$ cat config.mk
export PLATFORM = sky130hd
export DESIGN_NAME = vrp_ram
export DESIGN_NICKNAME = d
export VERILOG_FILES = /design/src/design/vrp_ram.sv
export SDC_FILE = /design/constraint.sdc
export NUM_CORES = 2
export LEC_CHECK = 0
export BUFFER_PORTS_ARGS = -buffer_cell sky130_fd_sc_hd__buf_2
export CORE_ASPECT_RATIO = 2
export CORE_UTILIZATION = 55
export DETAILED_ROUTE_END_ITERATION = 10
export GPL_TIMING_DRIVEN = 1
export PLACE_DENSITY = 0.71
export SYNTH_ARGS = -nofsm -noshare
export SYNTH_HDL_FRONTEND = slang
export SYNTH_SLANG_ARGS = --single-unit
$ cat constraint.sdc
create_clock -name clk -period 3.9 [get_ports clk]
set_clock_uncertainty 0.05 [all_clocks]
set_input_delay 0.39 -clock clk [delete_from_list [all_inputs] [get_ports clk]]
set_output_delay 0.39 -clock clk [all_outputs]
set_load 0.05 [all_outputs]
$ cat src/design/vrp_ram.sv
// ----------------------------------------------------------------------------
// vrp_ram: generic single-clock ram
// One write port and one read port, read data registered.
// ----------------------------------------------------------------------------
module vrp_ram #(
    parameter int WIDTH = 8,
    parameter int DEPTH = 256,
    parameter int AW    = $clog2(DEPTH)
) (
    input  logic             clk,
    input  logic             we,
    input  logic [AW-1:0]    waddr,
    input  logic [WIDTH-1:0] wdata,
    input  logic             re,
    input  logic [AW-1:0]    raddr,
    output logic [WIDTH-1:0] rdata
);

    logic [WIDTH-1:0] mem [DEPTH];

    // write port and registered read port
    always_ff @(posedge clk)
    begin
        if (we)
        begin
            mem[waddr] <= wdata;
        end
        if (re)
        begin
            rdata <= mem[raddr];
        end
    end

endmodule

==> results_dict.tcl <==
set metrics [dict create \
    endpoint "rdata[1]$_DFFE_PP_" \
    design_area_mm2 0.08878 \
    synth-compound-area-share_pct 3.416 \
    final.setup.worst_slack_ns 0.4397 \
    final-hold-violation-count 0 \
    type_of_the_worst_setup_path "register to register" \
    final_antenna_net_count 0 \
    tritoncts_num_sinks 2056 \
    worstPathBufferInverterCount 1 \
    number_of_hold_repair_buffers_added_at_the_cts_stage 1 \
    cellPowerDensity_mw_per_mm2 494.4 \
    crit_path_max_fanout 1 \
    critical_path.top_delay_family "simple AND/OR/NAND/NOR gates" \
    worst_ir_drop_vdd_uv 433.0 \
    finalWirelength_um 202900 \
    outcome "finished, violations left" \
    num_io_pins 35 \
    synth-adder-area-share_pct 0 \
    drive_above_1_share_pct 24.74 \
    cts_made_buffers 172 \
    final_core_util_pct 61.67 \
    routed_wirelength_normalized_by_instance_count_um 33.89 \
    met3_length_um 14160 \
    clock_insertion_delay_worst_skew_ns 0.84 \
    r2r_cells 6 \
    finish.net_count 4002 \
    clock_path_buffers 4 \
    die_height_um 540.1 \
    antenna_found_initial 10 \
    dr_total_vias 39380 \
    gp_congestion 0.9218 \
    detailedRoute.firstIterationViolations 4127 \
    clk_root_buffer_cell "clkbuf_16" \
    std_cell_rows 197 \
    cts_tree "yes" \
    synthToLayoutAreaGrowth_pct 11.48 \
    max_freq_mhz 289.0 \
    layout_cells_excl_fill 5986 \
    fp.dieW_um 271.1 \
    mappedNetlistNets 3760 \
    yosys_warnings 0 \
    min_delay_worst_type "input port to register" \
    r2r-start "mem[83][1]$_DFFE_PP_" \
    reg2reg_to "rdata[1]$_DFFE_PP_" \
    leakage_nw 27.57 \
    synthArstFlopShare_pct 0 \
    maxCapViolations 1 \
    max_layer_used "met5" \
    core_area_mm2 0.1439 \
    first_pass_iters 5 \
    grt_max_degree 121 \
    grt_setup_unrepaired "false" \
    synth_xor_area_share_pct 0 \
    worst_path_largest_cell_delay_ns 1.28 \
    grt_util_all_layers_pct 28.04 \
    synthesis.area_mm2 0.07964 \
    timing.max_slew.rel_slack_pct -3.971 \
    timing.final.crit_period_ns 3.460 \
    crit_chain "mux4_2 > mux4_2 > nor2b_1 > nor4_1 > buf_4 > nor4_1" \
    avgSynthCellArea_um2 21.33 \
    synth_top_family_by_area "multiplexers" \
    first_global_vias 40680 \
    muxShareOfSynthArea_pct 14.60 \
    synth-seq-cells 2056 \
    timing_worst_slew_pin_value_ns 1.545 \
    clkTransAtPathRegs_ns 0.07 \
    yosysUniqueCellTypes 54 \
    detail_route_met2_wl_um 108800 \
    placed_area_mm2 0.08330 \
    dpl_worst_slack_ns -0.2611 \
    critPathArrivalTime_ns 3.96 \
    yosysSeqAreaShare_pct 77.53 \
    ctsResizeCount 0 \
    post-route-period-util_pct 88.73 \
    buffer_ports.inserted 34 \
    start_kind "register" \
    initial_core_util_pct 55.32 \
    die-area_mm2 0.1464 \
    synth_simple_gate_area_share_pct 2.625 \
    syn_inst 3733 \
    worst_ep_required_time_ns 4.40 \
    startpoint "mem[83][1]$_DFFE_PP_" \
    synth_edf_count 2056 \
    cts.repair_timing.setup_buffer_count 0 \
    total_placed_cells_including_tap_cells 5690 \
    remaining_drc_errors 0 \
    regToRegSetupSlack_ns 0.44 \
    critical_path.slowest_cell "nor4_1" \
    violated_checks "max-capacitance violations, max-slew violations" \
    grt_pass1_wl_um 288600 \
    synth-main-ff-cell "edfxtp_1" \
    hpwl_um 134400 \
    filler_cell_count 9782 \
    via_per_inst 6.579 \
    worst-path-stages 6 \
    report.final.setup_viol 0 \
    htreeDepth 4 \
    detail_route.wirelength.met1_um 64850 \
    final_max_slew_viol_count 2 \
    grt-ovfl-total 0 \
    end_kind "register" \
]
[how the worst min path moves through the flow]
| stage | depth (start not counted) | end | start | slack (ns) |
|---|---|---|---|---|
| floorplan | 0 | mem[0][0]$_DFFE_PP_ | wdata[0] | 0.44 |
| global placement | 1 | rdata[1]$_DFFE_PP_ | re | 0.78 |
| detailed placement | 1 | rdata[1]$_DFFE_PP_ | re | 0.78 |
| CTS | 1 | mem[104][1]$_DFFE_PP_ | wdata[1] | 0.08 |
| global route | 1 | mem[104][1]$_DFFE_PP_ | wdata[1] | 0.09 |
| finish | 1 | mem[104][1]$_DFFE_PP_ | wdata[1] | 0.07 |
[synthesized netlist by cell type, types with 28 or more instances]
cell / count / area [µm²]
a22oi_1: 133 / 998.5
nor2_1: 282 / 1059
nand3_1: 34 / 170.2
mux2i_1: 134 / 1341
mux4_2: 454 / 10220
nand2_1: 33 / 123.9
a21oi_1: 96 / 480.5
o221ai_1: 46 / 402.9
o22ai_1: 28 / 175.2
edfxtp_1: 2056 / 61740
buf_2: 31 / 155.2
clkbuf_1: 111 / 416.7
nor2b_1: 31 / 193.9
[metal layers]
| metal | global-route usage, % | up-vias |
|---|---|---|
| met2 | 49.91 | 1967 |
| met3 | 3.980 | 551 |
| met5 | 0 | - |
| met1 | 31.36 | 20750 |
| met4 | 18.15 | 8 |
| li1 | - | 16110 |
[worst reg2reg max path, cell delays in order (launching register included)]
cell and delay (ns):
edfxtp_1 0.37, mux4_2 0.51, mux4_2 0.51, nor2b_1 0.16, nor4_1 1.28, buf_4 0.28
nor4_1 0.06
[power by group]
| part | switching (mW) | internal (mW) |
|---|---|---|
| clock network | 7.59 | 9.54 |
| logic | 1.55 | 0.825 |
| registers | 0.0297 | 24.4 |
| total | 9.17 | 34.7 |
[stage by stage]
stage	power [mW]	TNS, ns	hold slack [ns]
global placement	27.18	-0.6022	0.7835
floorplan	26.07	0	0.4389
detailed placement	27.23	-0.6667	0.7829
finish	43.89	0	0.07092
global route	44.77	0	0.09147
CTS	43.99	0	0.07929
[cell type report]
cell class,instances,area (µm²),share of cell area [%]
diodes,5,12.51,0.01409
clock inverters,86,968.4,1.091
repair buffers,301,2698,3.039
clock buffers,204,4488,5.055
inverters,2,7.507,0.008456
well taps,1890,2365,2.664
multi-input cells,1442,16500,18.59
flip-flops and latches,2056,61740,69.54
[cells in the final DEF, fill, tap and decap left out, types with 26 or more instances in the layout]
cell       netlist  routed
edfxtp_1      2056    2056
mux4_2         454     454
nor2_1         282     279
buf_4           27     234
clkbuf_16        0     175
mux2i_1        134     134
a22oi_1        133     133
a21oi_1         96      96
o221ai_1        46      46
nand3_1         34      34
buf_12           8      34
nand2_1         33      33
clkbuf_1       111      29
o22ai_1         28      28
nor2b_1         31      28
clkinv_2         0      28
clkinv_1         1      26
[registers in the layout, summed over array words and instances (netlist names)]
name / count
mem: 2048
rdata: 8
[logic make-up (layout without fill, tap and decap cells)]
logic type             after synthesis  count (layout)
DFF                               2056            2056
muxes                              591             591
and+or+nand+nor                    466             466
AOI/OAI and AO/OA                  385             385
buffers and inverters              235             593
other                                0               5
(Power assumes the default switching activity.)
